File: src/rtl/hrhs_pkg.sv
`timescale 1ns / 1ps
`default_nettype none

package hrhs_pkg;

    // Item kinds on the request side
    typedef enum logic [1:0] {
        KIND_DATA  = 2'd0,
        KIND_CLOSE = 2'd1,
        KIND_FAIL  = 2'd2,
        KIND_START = 2'd3
    } t_kind;

    // Parse phase, one-hot
    typedef enum logic [2:0] {
        PH_DONE   = 3'b001,
        PH_HEADER = 3'b010,
        PH_BODY   = 3'b100
    } t_phase;

    localparam logic [7:0] CHAR_H     = 8'h48;
    localparam logic [7:0] CHAR_T     = 8'h54;
    localparam logic [7:0] CHAR_P     = 8'h50;
    localparam logic [7:0] CHAR_CR    = 8'h0D;
    localparam logic [7:0] CHAR_LF    = 8'h0A;
    localparam logic [7:0] CHAR_SPACE = 8'h20;
    localparam logic [7:0] CHAR_ZERO  = 8'h30;
    localparam logic [7:0] CHAR_NINE  = 8'h39;

    localparam int PREFIX_LAST      = 3;   // last position of "HTTP"
    localparam int SPACE_WINDOW     = 16;  // first space must sit below this position
    localparam int STATUS_MIN_BYTES = 12;  // bytes needed before the status is taken
    localparam int STATUS_DIGITS    = 3;

    typedef struct packed {
        logic [1:0] kind;
        logic [7:0] data_byte;
    } t_in_item;

    typedef struct packed {
        logic        outcome;
        logic [9:0]  http_status;
        logic [10:0] body_offset;
        logic [10:0] body_length;
    } t_out_item;

    // Classified item, front to back
    typedef struct packed {
        t_kind      kind;
        logic       is_h;
        logic       is_t;
        logic       is_p;
        logic       is_space;
        logic       is_cr;
        logic       is_lf;
        logic       is_digit;
        logic [3:0] digit;
    } t_class;

endpackage

`default_nettype wire

File: src/rtl/http_response_header_scanner_core.sv
`timescale 1ns / 1ps
`default_nettype none

// HTTP response header scanner.
// Request channel (push/full, i_item): one transfer per event. kind selects a
// data byte, remote close, error/timeout, or start of a new response.
// Result channel (o_result/empty/pop): one transfer per response, produced by
// a close or error/timeout while a response is open. outcome 0 carries the
// status code and the body offset/length; outcome 1 is failure, all zeros.
// Path: a request waits in the request queue until the parse engine takes it,
// which it does whenever the result queue has room; any result goes straight
// into the result queue and shows on o_result with empty low.
// Throughput: one request per cycle while the result queue has room; the
// parse engine updates its state once per byte, which sets the rate.
// Reset (synchronous, active low) empties both queues and leaves the scanner
// with no open response: nothing is reported until a start request.
// When the receiver holds off pop, the two-entry result queue fills, the
// engine pauses, the two-entry request queue fills and full goes high.
// No request or result is dropped.

module http_response_header_scanner_core #(
    parameter int BUFFER_BYTES = 1024
) (
    input  logic                i_clk,
    input  logic                i_rst_n,
    input  logic                push,
    output logic                full,
    input  hrhs_pkg::t_in_item  i_item,
    output logic                empty,
    input  logic                pop,
    output hrhs_pkg::t_out_item o_result
);

    import hrhs_pkg::*;

    localparam int QUEUE_DEPTH = 2;

    // front -> request queue
    logic      q_push;
    logic      q_full;
    t_class    q_in;
    // request queue -> engine
    t_class    q_out;
    logic      q_empty;
    logic      q_pop;
    // engine -> result queue
    logic      res_push;
    logic      res_full;
    t_out_item res_item;

    hrhs_front u_front (
        .i_push   (push),
        .i_item   (i_item),
        .o_full   (full),
        .i_q_full (q_full),
        .o_q_push (q_push),
        .o_q_item (q_in)
    );

    hrhs_fifo #(
        .WIDTH ($bits(t_class)),
        .DEPTH (QUEUE_DEPTH)
    ) u_req_q (
        .i_clk   (i_clk),
        .i_rst_n (i_rst_n),
        .i_push  (q_push),
        .i_data  (q_in),
        .o_full  (q_full),
        .i_pop   (q_pop),
        .o_empty (q_empty),
        .o_data  (q_out)
    );

    hrhs_back #(
        .BUFFER_BYTES (BUFFER_BYTES)
    ) u_back (
        .i_clk      (i_clk),
        .i_rst_n    (i_rst_n),
        .i_item     (q_out),
        .i_empty    (q_empty),
        .o_pop      (q_pop),
        .i_res_full (res_full),
        .o_res_push (res_push),
        .o_result   (res_item)
    );

    hrhs_fifo #(
        .WIDTH ($bits(t_out_item)),
        .DEPTH (QUEUE_DEPTH)
    ) u_res_q (
        .i_clk   (i_clk),
        .i_rst_n (i_rst_n),
        .i_push  (res_push),
        .i_data  (res_item),
        .o_full  (res_full),
        .i_pop   (pop),
        .o_empty (empty),
        .o_data  (o_result)
    );

    // engine never produces a result the result queue cannot take
    a_no_res_overflow: assert property (@(posedge i_clk) disable iff (!i_rst_n)
        !(res_push && res_full))
        else $error("result produced while result queue full");

    // failure results carry no status or body
    a_fail_zero: assert property (@(posedge i_clk) disable iff (!i_rst_n)
        (!empty && o_result.outcome) |->
        (o_result.http_status == '0 && o_result.body_offset == '0 &&
         o_result.body_length == '0))
        else $error("failure result with nonzero fields");

    // success always has a positive status
    a_ok_status: assert property (@(posedge i_clk) disable iff (!i_rst_n)
        (!empty && !o_result.outcome) |-> (o_result.http_status != '0))
        else $error("success result with zero status");

    // engine only consumes a request when the result queue has room
    a_pop_room: assert property (@(posedge i_clk) disable iff (!i_rst_n)
        q_pop |-> (!q_empty && !res_full))
        else $error("request consumed without result room");

endmodule

`default_nettype wire

File: src/rtl/hrhs_fifo.sv
`timescale 1ns / 1ps
`default_nettype none

module hrhs_fifo #(
    parameter int WIDTH = 8,
    parameter int DEPTH = 2
) (
    input  logic             i_clk,
    input  logic             i_rst_n,
    input  logic             i_push,
    input  logic [WIDTH-1:0] i_data,
    output logic             o_full,
    input  logic             i_pop,
    output logic             o_empty,
    output logic [WIDTH-1:0] o_data
);

    localparam int PW = (DEPTH > 1) ? $clog2(DEPTH) : 1;
    localparam int CW = $clog2(DEPTH + 1);

    logic [WIDTH-1:0] r_mem [DEPTH];
    logic [PW-1:0]    r_wr, n_wr;
    logic [PW-1:0]    r_rd, n_rd;
    logic [CW-1:0]    r_cnt, n_cnt;
    logic             do_push;
    logic             do_pop;

    assign o_full  = (r_cnt == CW'(DEPTH));
    assign o_empty = (r_cnt == '0);
    assign o_data  = r_mem[r_rd];
    assign do_push = i_push && !o_full;
    assign do_pop  = i_pop && !o_empty;

    always_comb begin
        n_wr  = r_wr;
        n_rd  = r_rd;
        n_cnt = r_cnt;
        if (do_push) begin
            n_wr = (r_wr == PW'(DEPTH - 1)) ? '0 : r_wr + 1'b1;
        end
        if (do_pop) begin
            n_rd = (r_rd == PW'(DEPTH - 1)) ? '0 : r_rd + 1'b1;
        end
        if (do_push && !do_pop) begin
            n_cnt = r_cnt + 1'b1;
        end else if (do_pop && !do_push) begin
            n_cnt = r_cnt - 1'b1;
        end
    end

    always_ff @(posedge i_clk) begin
        if (!i_rst_n) begin
            r_wr  <= '0;
            r_rd  <= '0;
            r_cnt <= '0;
        end else begin
            r_wr  <= n_wr;
            r_rd  <= n_rd;
            r_cnt <= n_cnt;
        end
    end

    always_ff @(posedge i_clk) begin
        if (do_push) begin
            r_mem[r_wr] <= i_data;
        end
    end

endmodule

`default_nettype wire

File: src/rtl/hrhs_front.sv
`timescale 1ns / 1ps
`default_nettype none

module hrhs_front (
    input  logic              i_push,
    input  hrhs_pkg::t_in_item i_item,
    output logic              o_full,
    input  logic              i_q_full,
    output logic              o_q_push,
    output hrhs_pkg::t_class  o_q_item
);

    import hrhs_pkg::*;

    logic [7:0] b;

    assign b        = i_item.data_byte;
    assign o_full   = i_q_full;
    assign o_q_push = i_push && !i_q_full;

    // Per-byte character classes; position-dependent checks stay in the back end
    always_comb begin
        o_q_item          = '0;
        o_q_item.kind     = t_kind'(i_item.kind);
        o_q_item.is_h     = (b == CHAR_H);
        o_q_item.is_t     = (b == CHAR_T);
        o_q_item.is_p     = (b == CHAR_P);
        o_q_item.is_space = (b == CHAR_SPACE);
        o_q_item.is_cr    = (b == CHAR_CR);
        o_q_item.is_lf    = (b == CHAR_LF);
        o_q_item.is_digit = (b >= CHAR_ZERO) && (b <= CHAR_NINE);
        o_q_item.digit    = 4'(b - CHAR_ZERO);
    end

endmodule

`default_nettype wire

File: src/rtl/hrhs_back.sv
`timescale 1ns / 1ps
`default_nettype none

module hrhs_back #(
    parameter int BUFFER_BYTES = 1024
) (
    input  logic                i_clk,
    input  logic                i_rst_n,
    input  hrhs_pkg::t_class    i_item,
    input  logic                i_empty,
    output logic                o_pop,
    input  logic                i_res_full,
    output logic                o_res_push,
    output hrhs_pkg::t_out_item o_result
);

    import hrhs_pkg::*;

    localparam int CW = $clog2(BUFFER_BYTES + 1);

    t_phase        r_phase, n_phase;
    logic [CW-1:0] r_count, n_count;
    logic          r_pok, n_pok;
    logic          r_space_found, n_space_found;
    logic [9:0]    r_digit, n_digit;
    logic [1:0]    r_digits, n_digits;
    logic          r_status_valid, n_status_valid;
    logic [9:0]    r_status, n_status;
    logic [1:0]    r_term, n_term;
    logic [CW-1:0] r_hdr_end, n_hdr_end;

    always_comb begin
        logic v_pok;
        logic v_hit;

        n_phase        = r_phase;
        n_count        = r_count;
        n_pok          = r_pok;
        n_space_found  = r_space_found;
        n_digit        = r_digit;
        n_digits       = r_digits;
        n_status_valid = r_status_valid;
        n_status       = r_status;
        n_term         = r_term;
        n_hdr_end      = r_hdr_end;
        v_pok          = r_pok;
        v_hit          = 1'b0;
        o_res_push     = 1'b0;
        o_result       = '0;
        o_pop          = !i_empty && !i_res_full;

        if (o_pop) begin
            unique case (i_item.kind)
                KIND_START: begin
                    n_phase        = PH_HEADER;
                    n_count        = '0;
                    n_pok          = 1'b0;
                    n_space_found  = 1'b0;
                    n_digit        = '0;
                    n_digits       = '0;
                    n_status_valid = 1'b0;
                    n_status       = '0;
                    n_term         = '0;
                    n_hdr_end      = '0;
                end
                KIND_DATA: begin
                    if (r_phase != PH_DONE && r_count < CW'(BUFFER_BYTES)) begin
                        n_count = r_count + 1'b1;

                        // "HTTP" prefix
                        priority if (r_count == '0) begin
                            v_pok = i_item.is_h;
                        end else if (r_count == CW'(PREFIX_LAST)) begin
                            v_pok = r_pok && i_item.is_p;
                        end else if (r_count < CW'(PREFIX_LAST)) begin
                            v_pok = r_pok && i_item.is_t;
                        end else begin
                            v_pok = r_pok;
                        end

                        // status digits follow the first space
                        if (r_space_found) begin
                            if (r_digits != 2'(STATUS_DIGITS)) begin
                                if (i_item.is_digit) begin
                                    n_digit  = 10'(r_digit * 10'd10) + 10'(i_item.digit);
                                    n_digits = r_digits + 1'b1;
                                end else begin
                                    v_pok = 1'b0;
                                end
                            end
                        end else if (r_count < CW'(SPACE_WINDOW) && i_item.is_space) begin
                            n_space_found = 1'b1;
                        end
                        n_pok = v_pok;

                        if (r_phase == PH_HEADER && !r_status_valid && v_pok &&
                            n_digits == 2'(STATUS_DIGITS) &&
                            n_count >= CW'(STATUS_MIN_BYTES)) begin
                            n_status_valid = 1'b1;
                            n_status       = n_digit;
                        end

                        // CR LF CR LF search
                        if (r_hdr_end == '0) begin
                            v_hit = r_term[0] ? i_item.is_lf : i_item.is_cr;
                            if (v_hit) begin
                                if (r_term == 2'd3) begin
                                    n_term    = '0;
                                    n_hdr_end = n_count;
                                    n_phase   = PH_BODY;
                                end else begin
                                    n_term = r_term + 1'b1;
                                end
                            end else begin
                                n_term = i_item.is_cr ? 2'd1 : 2'd0;
                            end
                        end
                    end
                end
                KIND_CLOSE, KIND_FAIL: begin
                    if (r_phase != PH_DONE) begin
                        n_phase    = PH_DONE;
                        o_res_push = 1'b1;
                        if (i_item.kind == KIND_CLOSE && r_count != '0 &&
                            r_status_valid && r_status != '0) begin
                            o_result.outcome     = 1'b0;
                            o_result.http_status = r_status;
                            if (r_hdr_end != '0 && r_hdr_end < r_count) begin
                                o_result.body_offset = 11'(r_hdr_end);
                                o_result.body_length = 11'(r_count - r_hdr_end);
                            end
                        end else begin
                            o_result.outcome = 1'b1;
                        end
                    end
                end
                default: begin
                end
            endcase
        end
    end

    always_ff @(posedge i_clk) begin
        if (!i_rst_n) begin
            r_phase        <= PH_DONE;
            r_count        <= '0;
            r_pok          <= 1'b0;
            r_space_found  <= 1'b0;
            r_digit        <= '0;
            r_digits       <= '0;
            r_status_valid <= 1'b0;
            r_status       <= '0;
            r_term         <= '0;
            r_hdr_end      <= '0;
        end else begin
            r_phase        <= n_phase;
            r_count        <= n_count;
            r_pok          <= n_pok;
            r_space_found  <= n_space_found;
            r_digit        <= n_digit;
            r_digits       <= n_digits;
            r_status_valid <= n_status_valid;
            r_status       <= n_status;
            r_term         <= n_term;
            r_hdr_end      <= n_hdr_end;
        end
    end

endmodule

`default_nettype wire
File: config.mk
export PLATFORM = sky130hd
export DESIGN_NAME = http_response_header_scanner_core
export DESIGN_NICKNAME = d
export VERILOG_FILES = /design/src/rtl/hrhs_pkg.sv /design/src/rtl/http_response_header_scanner_core.sv /design/src/rtl/hrhs_fifo.sv /design/src/rtl/hrhs_front.sv /design/src/rtl/hrhs_back.sv
export SDC_FILE = /design/constraint.sdc
export NUM_CORES = 1
export LEC_CHECK = 0
export ABC_CLOCK_PERIOD_IN_PS = 7200
export BUFFER_PORTS_ARGS = -buffer_cell sky130_fd_sc_hd__buf_2
export CAP_MARGIN = 20
export CORE_UTILIZATION = 50
export CTS_BUF_LIST = sky130_fd_sc_hd__clkbuf_2
export CTS_CLUSTER_SIZE = 14
export DETAILED_ROUTE_END_ITERATION = 12
export GPL_ROUTABILITY_DRIVEN = 0
export PLACE_DENSITY = 0.67
export SLEW_MARGIN = 20
export SYNTH_ARGS = -nofsm -noshare
export SYNTH_HDL_FRONTEND = slang
export SYNTH_SLANG_ARGS = --single-unit
File: constraint.sdc
create_clock -name i_clk -period 7.2 [get_ports i_clk]
set_input_delay 1.44 -clock i_clk [delete_from_list [all_inputs] [get_ports i_clk]]
set_output_delay 1.44 -clock i_clk [all_outputs]
set_load 0.02 [all_outputs]
==> impl_metrics.yaml, run 1 <==
run_status:
  status: "finished, final reports clean"
yosys:
  post_synth_num_cell_types: 67
  syn-mean-instance-area_um2: 11.0
  post_synth_main_area_contributors: "sky130_fd_sc_hd__edfxtp_1 35%, sky130_fd_sc_hd__dfxtp_1 16%, sky130_fd_sc_hd__mux2_2 6.0%, sky130_fd_sc_hd__ha_1 5.4%, sky130_fd_sc_hd__nand2_1 3.6%"
  postSynthCellCount: 722
  async_flop_share: 0
  synth-edff-count: 92
  ys_seq_elements: 154
  yosys_most_used_dff: "sky130_fd_sc_hd__edfxtp_1"
  yosysWarnings: 0
  cell_area_after_technology_mapping_um2: 7910
  syn-num-nets: 773
  yosysSeqAreaShare: 0.506
  top_cell_type_s_share_of_synthesized_area: 0.349
  yosysTopAreaCell: "sky130_fd_sc_hd__edfxtp_1"
power_and_ir_drop:
  power.sequential.fraction: 0.478
  vdd_ir_drop_max_v: 0.000175
  p_int_uw: 1470
  p_sw_uw: 797
  power_switching_share: 0.351
  clock_power_share: 0.204
  cellLeakagePower_uw: 0.00314
  power.density_nw_per_um2: 266
  pwr-share-comb: 0.318
floorplan:
  floorplan.die_area_um2: 16300
  placeable_core_region_um2: 15300
  fp.dieW_um: 128
  initial_core_util: 0.517
  rows: 45
  fp.dieH_um: 128
  i_o_pin_count: 49
layout:
  highest_count_cells_in_the_layout_ignoring_fill_and_taps: "92 x sky130_fd_sc_hd__edfxtp_1, 75 x sky130_fd_sc_hd__nand2_1, 62 x sky130_fd_sc_hd__dfxtp_1"
  num-fill-cells: 1350
  antenna_cells: 0
  layout.cells.most_common: "sky130_fd_sc_hd__edfxtp_1"
  fraction_of_final_layout_cells_with_drive_strength_greater_than_1: 0.189
  final_core_utilization: 0.556
  net_count_final: 811
  layout-area-overhead-vs-synth_pct: 7.69
sta:
  worst_pin_slew_ns: 0.931
  setup-violations-final: 0
  timing.final.hold_violations: 0
  maxSlewViolCount: 0
  setup_repair_after_global_routing_missed_its_margin: "false"
  setup-tns-final_ns: 0
  slew_headroom: 0.379
  min_period_over_period: 0.475
  fin_crit_ns: 3.42
  fmax_mhz: 292
  fin_worst_skew_ns: 0.0401
worst_hold_path:
  hold-path-cell-count: 2
  hold_path.class: "reg2reg"
  min_delay_src: "u_back.r_status[2]$_SDFFE_PN0P_"
  hold_end: "u_back.r_status[2]$_SDFFE_PN0P_"
global_routing:
  grt_pass1_vias: 5168
  globalRouteTotalUtil: 0.196
  grt_start_max_net_pins: 62
  antenna_found_initial: 0
  grt_pass1_wl_um: 25000
  grt_remaining_overflow: 0
clock_tree:
  clock_latency_ns: 0.73
  cts_hold_buf: 0
  clock_tree.htree_level_count: 4
  clock_tree.root_cell: "sky130_fd_sc_hd__clkbuf_2"
  cts_tree: "built"
  postCtsResizedCells: 0
  cts_max_path_buffers: 2
  cts.sinks: 154
  cts-buffers-inserted: 17
  post-cts-setup-buffer-count: 0
  worst_setup_hold_path_clk_slew_ns: 0.20
route:
  wl_um: 15200
  antenna_left: 0
  wl_per_cell_um: 15.4
  avgViaCountPerCell: 5.38
  drt_first_pass_iters: 5
  number_of_violations_reported_at_the_end_of_detailed_routing_iteration_0: 322
  dr_total_vias: 5297
  drc: 0
critical_path:
  cp_max_fo: 33
  worst_ep_arrival_time_ns: 1.98
  critPathKind: "reg2out"
  worstPathCellList: "buf_4 > mux2_2 > buf_2"
  timing.critical_path.to_type: "output port"
  critPathBufInv: 2
  critical-path-top-delay-family: "buffers and inverters"
  critical_path.startpoint_type: "register"
  setup.reg_to_reg.worst_slack_ns: 4.09
  r2r_depth: 10
  cpMaxStageDelayCell: "sky130_fd_sc_hd__mux2_2"
  maximum_cell_stage_delay_along_the_critical_path_ns: 0.39
  regToRegEndpoint: "u_back.r_digits[0]$_SDFFE_PN0P_"
  critical_path_required_ns: 5.76
run:
  max-cap-violations: 0
placement:
  dp.final_hpwl_um: 10800
  total_of_buffers_placed_on_input_and_output_ports: 48
==> how the worst max path moves through the flow <==
stage	from	end	slack [ns]	cells after the start
floorplan	register	u_res_q.r_mem[0][0]$_DFFE_PP_	4.16	5
global placement	register	u_back.r_status[6]$_SDFFE_PN0P_	4.09	9
detailed placement	register	u_back.r_status[3]$_SDFFE_PN0P_	4.02	9
CTS	register	o_result[32]	3.69	3
global route	register	o_result[31]	3.64	3
finish	register	o_result[32]	3.78	3
==> per-layer routing <==
layer / vias up / wire [µm] / global-route usage
met4: 0 / 87 / 0.0637
met1: 2505 / 7130 / 0.261
met5: - / 0 / 0
met2: 111 / 7220 / 0.322
li1: 2674 / - / -
met3: 7 / 728 / 0.0392
==> sequential cells by signal, summed over array words and instances (netlist names), 2 cells and up, named ones only <==
signal            flops
u_back.r_count       11
u_res_q.r_mem        66
u_req_q.r_mem        26
u_res_q.r_cnt         2
u_back.r_status      10
u_back.r_digit       10
u_back.r_phase        3
u_back.r_hdr_end     11
u_back.r_digits       2
u_back.r_term         2
u_req_q.r_cnt         2
==> kinds of logic (layout without fill, tap and decap cells) <==
group	count (synthesis)	count (layout)	synth area share
DFF	154	154	0.506
and+or+nand+nor	267	267	0.177
xor gates and xnor gates	32	32	0.0372
adders and majority gates	37	37	0.0614
buffers and inverters	57	108	0.0331
muxes	61	61	0.0854
AOI/OAI and AO/OA	114	114	0.100
==> layout make-up <==
| type | count | area (µm²) | area share |
|---|---|---|---|
| Multi-Input combinational cell | 511 | 3660 | 0.430 |
| Tap cell | 211 | 264 | 0.0310 |
| Inverter | 22 | 82.6 | 0.00969 |
| Clock buffer | 20 | 100 | 0.0117 |
| Timing Repair Buffer | 54 | 285 | 0.0335 |
| Clock inverter | 12 | 123 | 0.0144 |
| Sequential cell | 154 | 4000 | 0.470 |
==> per-stage QoR <==
step | setup slack, ns | total power, µW | area (µm²) | hold WS [ns] | cells
4_1_cts | 3.69 | 2290 | 8510 | 0.497 | 984
3_3_place_gp | 4.09 | 1810 | 8280 | 0.454 | 952
2_1_floorplan | 4.16 | 1650 | 7910 | 0.436 | 722
5_1_grt | 3.64 | 2400 | 8520 | 0.525 | 984
6_report | 3.78 | 2270 | 8520 | 0.496 | 984
3_5_place_dp | 4.02 | 1830 | 8280 | 0.472 | 952
==> tightest hold or removal path, cell delays in order (launching register included) <==
cell and delay, ns:
sky130_fd_sc_hd__dfxtp_1 0.37, sky130_fd_sc_hd__nand2_1 0.06, sky130_fd_sc_hd__mux2i_1 0.05
==> synthesized netlist by cell type (2+ instances only) <==
cell type,number
sky130_fd_sc_hd__nand4_1,3
sky130_fd_sc_hd__clkbuf_1,18
sky130_fd_sc_hd__a21boi_0,29
sky130_fd_sc_hd__nand2_1,75
sky130_fd_sc_hd__or3_1,5
sky130_fd_sc_hd__o21ai_0,20
sky130_fd_sc_hd__xor2_1,11
sky130_fd_sc_hd__o211a_1,2
sky130_fd_sc_hd__and4_1,2
sky130_fd_sc_hd__fa_1,3
sky130_fd_sc_hd__nand3b_1,11
sky130_fd_sc_hd__nand3_1,20
sky130_fd_sc_hd__inv_1,21
sky130_fd_sc_hd__o21ai_1,2
sky130_fd_sc_hd__or2_2,2
sky130_fd_sc_hd__and3_1,12
sky130_fd_sc_hd__a21o_1,12
sky130_fd_sc_hd__dfxtp_1,62
sky130_fd_sc_hd__nand2b_1,5
sky130_fd_sc_hd__a21oi_1,18
sky130_fd_sc_hd__ha_1,34
sky130_fd_sc_hd__a31oi_1,4
sky130_fd_sc_hd__nor3_1,13
sky130_fd_sc_hd__nor2_1,52
sky130_fd_sc_hd__and2_1,25
sky130_fd_sc_hd__buf_6,3
sky130_fd_sc_hd__nor3b_2,2
sky130_fd_sc_hd__buf_4,4
sky130_fd_sc_hd__a22oi_1,5
sky130_fd_sc_hd__nor4b_1,4
sky130_fd_sc_hd__buf_1,2
sky130_fd_sc_hd__xnor2_1,20
sky130_fd_sc_hd__o21a_1,7
sky130_fd_sc_hd__mux2i_1,18
sky130_fd_sc_hd__nand3_2,3
sky130_fd_sc_hd__mux2_2,42
sky130_fd_sc_hd__nor2b_1,16
sky130_fd_sc_hd__buf_2,8
sky130_fd_sc_hd__nor4_1,5
sky130_fd_sc_hd__nor3b_1,4
sky130_fd_sc_hd__edfxtp_1,92
==> power groups by stage <==
stage,registers [µW],logic [µW],clock network [µW]
after detailed placement,1110,726,0
after CTS,1090,729,477
after floorplan,1080,569,0
after global routing,1100,788,514
final,1080,722,463
after global placement,1100,714,0
Note: power is estimated with default switching activity, not from simulation.
==> run 2, diff against run 1 <==
--- a/config.mk
+++ b/config.mk
@@ -5,7 +5,7 @@
 export SDC_FILE = /design/constraint.sdc
 export NUM_CORES = 1
 export LEC_CHECK = 0
-export ABC_CLOCK_PERIOD_IN_PS = 7200
+export ABC_CLOCK_PERIOD_IN_PS = 3400
 export BUFFER_PORTS_ARGS = -buffer_cell sky130_fd_sc_hd__buf_2
 export CAP_MARGIN = 20
 export CORE_UTILIZATION = 50
==> constraint.sdc (replaced) <==
create_clock -name i_clk -period 3.4 [get_ports i_clk]
set_input_delay 0.68 -clock i_clk [delete_from_list [all_inputs] [get_ports i_clk]]
set_output_delay 0.68 -clock i_clk [all_outputs]
set_load 0.02 [all_outputs]
==> run 2 against run 1 <==
Effect of this change:
- clock power increased by 120%
- sequential power increased by 110%
- critical path depth increased by 7
- core utilization increased by 0.41 points
- worst hold slack got worse by 0.35 ns
- power increased by 110%
- sequential cell count unchanged
- register-to-register slack got worse by 3.6 ns
- non-clock buffer count increased by 6
- combinational power increased by 120%
- clock-buffer cell count decreased by 3
- highest routed layer unchanged
==> impl_metrics.yaml, run 2 (synthesis results as in run 1) <==
layout:
  stdcell_count: 990
  final-seq-area_um2: 4000
  highest_count_cells_in_the_layout_ignoring_fill_and_taps: "92 x sky130_fd_sc_hd__edfxtp_1, 75 x sky130_fd_sc_hd__nand2_1, 62 x sky130_fd_sc_hd__dfxtp_1"
  max_flop_register: "u_res_q.r_mem"
  finalInstanceArea_um2: 8580
  layout.cells.most_common: "sky130_fd_sc_hd__edfxtp_1"
  num-fill-cells: 1372
  antenna_cells: 0
  final_core_utilization: 0.560
  top_regs: "u_res_q.r_mem: 66 flops, u_req_q.r_mem: 26 flops"
  fraction_of_final_layout_cells_with_drive_strength_greater_than_1: 0.194
  net_count_final: 817
  layout-area-overhead-vs-synth_pct: 8.48
  largest_reg_flops: 66
  multi_input_area_um2: 3660
sta:
  fmax_mhz: 340
  min_period_over_period: 0.864
  setup-violations-final: 0
  maxSlewViolCount: 0
  worst_pin_slew_ns: 0.737
  setup_repair_after_global_routing_missed_its_margin: "false"
  fin_crit_ns: 2.94
  setup-tns-final_ns: 0
  slew_headroom: 0.508
  fin_worst_skew_ns: 0.0409
  timing.final.hold_violations: 0
floorplan:
  placeable_core_region_um2: 15300
  floorplan.die_area_um2: 16300
  i_o_pin_count: 49
  initial_core_util: 0.517
  fp.dieH_um: 128
  rows: 45
  fp.dieW_um: 128
worst_hold_path:
  hold-path-cell-count: 1
  min_delay_src: "i_item[9]"
  hold_path.class: "in2reg"
  hold_end: "u_req_q.r_mem[0][12]$_DFFE_PP_"
route:
  dr_total_vias: 5400
  wl_um: 15200
  number_of_violations_reported_at_the_end_of_detailed_routing_iteration_0: 335
  drt_first_pass_iters: 5
  wl_per_cell_um: 15.4
  avgViaCountPerCell: 5.45
  drc: 0
  antenna_left: 0
global_routing:
  antenna_found_initial: 0
  grt_remaining_overflow: 0
  grt_pass1_vias: 5426
  globalRouteTotalUtil: 0.200
  grt_pass1_wl_um: 25700
  grt_start_max_net_pins: 46
placement:
  place_area_um2: 8330
  dp.final_hpwl_um: 11000
  placedCellCount: 958
  total_of_buffers_placed_on_input_and_output_ports: 48
clock_tree:
  cts_hold_buf: 0
  cts-buffers-inserted: 17
  post-cts-setup-buffer-count: 0
  clock_tree.root_cell: "sky130_fd_sc_hd__clkbuf_2"
  clock_latency_ns: 0.73
  cts_max_path_buffers: 2
  worst_setup_hold_path_clk_slew_ns: 0.22
  clock_tree.htree_level_count: 4
  cts_tree: "built"
  cts.sinks: 154
  postCtsResizedCells: 0
critical_path:
  critPathKind: "reg2reg"
  worst_ep_arrival_time_ns: 3.54
  critPathBufInv: 1
  r2r_start: "u_back.r_digit[1]$_SDFFE_PN0P_"
  setup.reg_to_reg.worst_slack_ns: 0.46
  worstPathCellList: "ha_1 > ha_1 > inv_1 > fa_1 > nor4b_1 > nor4b_1 > xnor2_1 > nand2_1 > o2111ai_1 > mux2i_1"
  cp_max_fo: 5
  regToRegEndpoint: "u_back.r_status[8]$_SDFFE_PN0P_"
  cpMaxStageDelayCell: "sky130_fd_sc_hd__dfxtp_1"
  critical_path.startpoint_type: "register"
  maximum_cell_stage_delay_along_the_critical_path_ns: 0.49
  timing.critical_path.to_type: "register"
  r2r_depth: 10
  critical_path_required_ns: 4.00
  crit_path_start: "u_back.r_digit[1]$_SDFFE_PN0P_"
  critical-path-top-delay-family: "simple AND/OR/NAND/NOR gates"
run_status:
  status: "finished, final reports clean"
power_and_ir_drop:
  cellLeakagePower_uw: 0.00317
  total_power_uw: 4870
  vdd_ir_drop_max_v: 0.000376
  power.density_nw_per_um2: 567
run:
  max-cap-violations: 0
## run 2: per-stage QoR
step	setup slack [ns]	hold slack (ns)
2_1_floorplan	0.360	0.436
3_3_place_gp	0.525	0.451
3_5_place_dp	0.450	0.459
4_1_cts	0.420	0.0584
5_1_grt	0.162	0.0635
6_report	0.461	0.151
## run 2: where the power goes
part / switching (µW) / leakage, µW / internal, µW
registers: 106 / 0.00128 / 2180
logic: 964 / 0.00174 / 618
clock network: 707 / 0.000145 / 294
## run 2: layout make-up
cell class                      count  share of cell area
Multi-Input combinational cell    511               0.426
Timing Repair Buffer               60              0.0385
Sequential cell                   154               0.467
Clock inverter                     15              0.0184
Clock buffer                       17             0.00991
Inverter                           22             0.00962
Tap cell                          211              0.0308
## run 2: worst max-delay path by stage
| stage | end | depth (start not counted) | slack [ns] |
|---|---|---|---|
| 6_report | u_back.r_status[8]$_SDFFE_PN0P_ | 10 | 0.46 |
| 3_5_place_dp | u_res_q.r_mem[0][8]$_DFFE_PP_ | 8 | 0.45 |
| 2_1_floorplan | u_res_q.r_mem[0][0]$_DFFE_PP_ | 5 | 0.36 |
| 3_3_place_gp | u_res_q.r_mem[0][5]$_DFFE_PP_ | 8 | 0.53 |
| 4_1_cts | u_res_q.r_mem[1][5]$_DFFE_PP_ | 8 | 0.42 |
| 5_1_grt | u_res_q.r_mem[0][5]$_DFFE_PP_ | 8 | 0.16 |
## run 2: worst register-to-register path, stage by stage, from the launching register on
cell	delay [ns]
sky130_fd_sc_hd__dfxtp_1	0.49
sky130_fd_sc_hd__ha_1	0.27
sky130_fd_sc_hd__ha_1	0.22
sky130_fd_sc_hd__inv_1	0.07
sky130_fd_sc_hd__fa_1	0.45
sky130_fd_sc_hd__nor4b_1	0.47
sky130_fd_sc_hd__nor4b_1	0.40
sky130_fd_sc_hd__xnor2_1	0.16
sky130_fd_sc_hd__nand2_1	0.08
sky130_fd_sc_hd__o2111ai_1	0.12
sky130_fd_sc_hd__mux2i_1	0.10
## run 2: metal layers
layer | vias to the layer above | part of all wire | GRT usage
met5 | - | 0 | 0
met1 | 2579 | 0.47 | 0.259
met3 | 19 | 0.041 | 0.0442
li1 | 2686 | - | -
met2 | 116 | 0.47 | 0.334
met4 | 0 | 0.014 | 0.0671
==> run 3, diff against run 2 <==
--- a/config.mk
+++ b/config.mk
@@ -5,6 +5,7 @@
 export SDC_FILE = /design/constraint.sdc
 export NUM_CORES = 1
 export LEC_CHECK = 0
+export ABC_AREA = 1
 export ABC_CLOCK_PERIOD_IN_PS = 3400
 export BUFFER_PORTS_ARGS = -buffer_cell sky130_fd_sc_hd__buf_2
 export CAP_MARGIN = 20
@@ -13,8 +14,9 @@
 export CTS_CLUSTER_SIZE = 14
 export DETAILED_ROUTE_END_ITERATION = 12
 export GPL_ROUTABILITY_DRIVEN = 0
-export PLACE_DENSITY = 0.67
+export PLACE_DENSITY = 0.66
 export SLEW_MARGIN = 20
 export SYNTH_ARGS = -nofsm -noshare
 export SYNTH_HDL_FRONTEND = slang
+export SYNTH_HIERARCHICAL = 1
 export SYNTH_SLANG_ARGS = --single-unit
==> run 3 against run 2 <==
Effect of this change:
- via count grew 15%
- fmax decreased by 0.36%
- core utilization fell by 0.92 points
- clock skew shrank 0.0076 ns
- sequential cell count is the same
- synthesized area grew 6.6%
- final area increased by 6.1%
- non-clock buffer count increased by 4
- global-route usage decreased by 0.28 points
- wire length is 8.2% higher
- cell count rose by 25%
- power grew 40%
- critical path type is now reg2out
- largest cell class unchanged
- largest power group is now combinational cells
- highest routed layer unchanged
==> impl_metrics.yaml, run 3 <==
critical_path:
  critical_path.startpoint_type: "register"
  critPathKind: "reg2out"
  worst_ep_arrival_time_ns: 2.27
  critical_path_required_ns: 2.72
  cp_max_fo: 15
  timing.critical_path.to_type: "output port"
power_and_ir_drop:
  vdd_ir_drop_max_v: 0.000311
  total_power_uw: 6800
  power.density_nw_per_um2: 747
  cellLeakagePower_uw: 0.00367
floorplan:
  rows: 47
  fp.dieW_um: 132
  floorplan.die_area_um2: 17400
  i_o_pin_count: 49
  initial_core_util: 0.510
  placeable_core_region_um2: 16500
  fp.dieH_um: 132
placement:
  dpl_worst_slack_ns: 0.651
  total_of_buffers_placed_on_input_and_output_ports: 48
  dp.final_hpwl_um: 12000
layout:
  max_flop_register: "u_res_q/r_mem"
  fraction_of_final_layout_cells_with_drive_strength_greater_than_1: 0.192
  net_count_final: 1056
  largest_reg_flops: 66
  layout-area-overhead-vs-synth_pct: 7.96
  top_regs: "u_res_q/r_mem: 66 flops, u_req_q/r_mem: 26 flops"
  layout.cells.most_common: "sky130_fd_sc_hd__nand2_1"
  highest_count_cells_in_the_layout_ignoring_fill_and_taps: "212 x sky130_fd_sc_hd__nand2_1, 125 x sky130_fd_sc_hd__nor2_1, 110 x sky130_fd_sc_hd__inv_1"
route:
  drt_first_pass_iters: 6
  wl_per_cell_um: 13.3
  avgViaCountPerCell: 5.00
  wl_um: 16500
  dr_total_vias: 6199
  antenna_left: 0
  drc: 0
  number_of_violations_reported_at_the_end_of_detailed_routing_iteration_0: 430
yosys:
  syn-num-nets: 1007
  yosysSeqAreaShare: 0.475
  async_flop_share: 0
  post_synth_num_cell_types: 45
  cell_area_after_technology_mapping_um2: 8440
  top_cell_type_s_share_of_synthesized_area: 0.327
  ys_seq_elements: 154
  yosysWarnings: 6
  syn-mean-instance-area_um2: 8.82
  yosysTopAreaCell: "sky130_fd_sc_hd__edfxtp_1"
  synth-edff-count: 92
  yosys_most_used_dff: "sky130_fd_sc_hd__edfxtp_1"
  yosysMostFrequentCell: "sky130_fd_sc_hd__nand2_1"
  synth_top_cells_by_count: "212 x sky130_fd_sc_hd__nand2_1, 127 x sky130_fd_sc_hd__nor2_1, 110 x sky130_fd_sc_hd__inv_1, 92 x sky130_fd_sc_hd__edfxtp_1, 62 x sky130_fd_sc_hd__dfxtp_1"
  postSynthCellCount: 956
  post_synth_main_area_contributors: "sky130_fd_sc_hd__edfxtp_1 33%, sky130_fd_sc_hd__dfxtp_1 15%, sky130_fd_sc_hd__nand2_1 9.4%, sky130_fd_sc_hd__nor2_1 5.7%, sky130_fd_sc_hd__mux2_4 5.3%"
sta:
  timing.final.hold_violations: 0
  min_period_over_period: 0.868
  setup-violations-final: 0
  maxSlewViolCount: 0
  fin_crit_ns: 2.95
  fin_worst_skew_ns: 0.0333
  worst_pin_slew_ns: 0.798
  setup-tns-final_ns: 0
  post_route_setup_slack_ns: 0.450
  holdWs_ns: 0.126
  slew_headroom: 0.468
  fmax_mhz: 339
  setup_repair_after_global_routing_missed_its_margin: "false"
clock_tree:
  clock_tree.htree_level_count: 4
  clock_tree.root_cell: "sky130_fd_sc_hd__clkbuf_2"
  cts_tree: "built"
  clock_latency_ns: 0.74
  post-cts-setup-buffer-count: 0
  cts_hold_buf: 0
  cts-buffers-inserted: 17
  cts_max_path_buffers: 2
  worst_setup_hold_path_clk_slew_ns: 0.22
  cts.sinks: 154
  postCtsResizedCells: 0
global_routing:
  gr_layer_usage_met1: 0.261
  grt_start_max_net_pins: 38
  grt_remaining_overflow: 0
  busiest_layer: "met2"
  antenna_found_initial: 2
  globalRouteTotalUtil: 0.198
  grt_pass1_vias: 5655
  globalRouteMet2Util: 0.322
  grt_pass1_wl_um: 27300
  groute.layer.met3.usage: 0.0411
run_status:
  status: "finished, final reports clean"
worst_hold_path:
  hold_path.class: "in2reg"
run:
  max-cap-violations: 0
-- run 3: cell count changes in the layout (fill, tap and decap cells not counted), sizes merged, moves of 16 or more --
cell	change
nand2	+143
nor2	+96
inv	+95
nand3	+41
a21oi	+32
a21boi	-28
and2	-24
mux2i	-18
xnor2	-17
nor2b	-16
-- run 3: logic make-up (layout without fill, tap and decap cells) --
| logic type | after synthesis | after routing | synth area share |
|---|---|---|---|
| simple gates | 460 | 460 | 0.237 |
| flops | 154 | 154 | 0.475 |
| buf+inv | 152 | 214 | 0.0820 |
| compound gates | 99 | 99 | 0.0653 |
| mux | 46 | 46 | 0.0748 |
| fa+ha+maj | 37 | 37 | 0.0576 |
| xor+xnor | 8 | 8 | 0.00831 |
| other cells | 0 | 2 | 0 |
-- run 3: worst max-delay path: stages, from the launching register on --
cell	delay [ns]
sky130_fd_sc_hd__dfxtp_2	0.67
sky130_fd_sc_hd__buf_4	0.36
sky130_fd_sc_hd__mux2_4	0.33
sky130_fd_sc_hd__buf_2	0.16
-- run 3: cell type report --
type | instances | area [µm²]
Fill cell | 1518 | 7420
Clock inverter | 14 | 184
Clock buffer | 18 | 90.1
Multi-Input combinational cell | 650 | 3740
Timing Repair Buffer | 64 | 360
Inverter | 118 | 443
Sequential cell | 154 | 4010
Antenna cell | 2 | 5.00
Tap cell | 220 | 275
-- run 3: path summary, 6_finish.rpt --
| kind | from | to | slack [ns] | cells after the start |
|---|---|---|---|---|
| setup reg to reg | register | u_res_q/r_mem[0][5]$_DFFE_PP_ | 0.62 | 10 |
| setup / recovery | register | o_result[23] | 0.45 | 3 |
| hold / removal | i_item[9] | u_req_q/r_mem[1][12]$_DFFE_PP_ | 0.13 | 1 |
| hold reg to reg | u_back/r_pok$_SDFFE_PN0P_ | u_back/r_pok$_SDFFE_PN0P_ | 0.49 | 2 |
-- run 3: metrics by stage --
stage | utilization | cells | area, µm²
6_report | 0.551 | 1240 | 9110
5_1_grt | 0.551 | 1239 | 9100
4_1_cts | 0.551 | 1238 | 9100
3_5_place_dp | 0.534 | 1206 | 8830
3_3_place_gp | 0.534 | 1206 | 8830
2_1_floorplan | - | 956 | 8440
-- run 3: metal layers --
layer,part of all wire,vias up,routed length (µm)
li1,-,3239,-
met1,0.49,2813,8030
met2,0.47,128,7680
met3,0.033,19,539
met4,0.015,0,252
met5,0,-,0
-- run 3: where the power goes --
part	switching (µW)	total (µW)	leakage [µW]	internal [µW]
Sequential	267	2600	0.00128	2330
Combinational	1910	3080	0.00222	1170
Clock	691	1130	0.000168	435
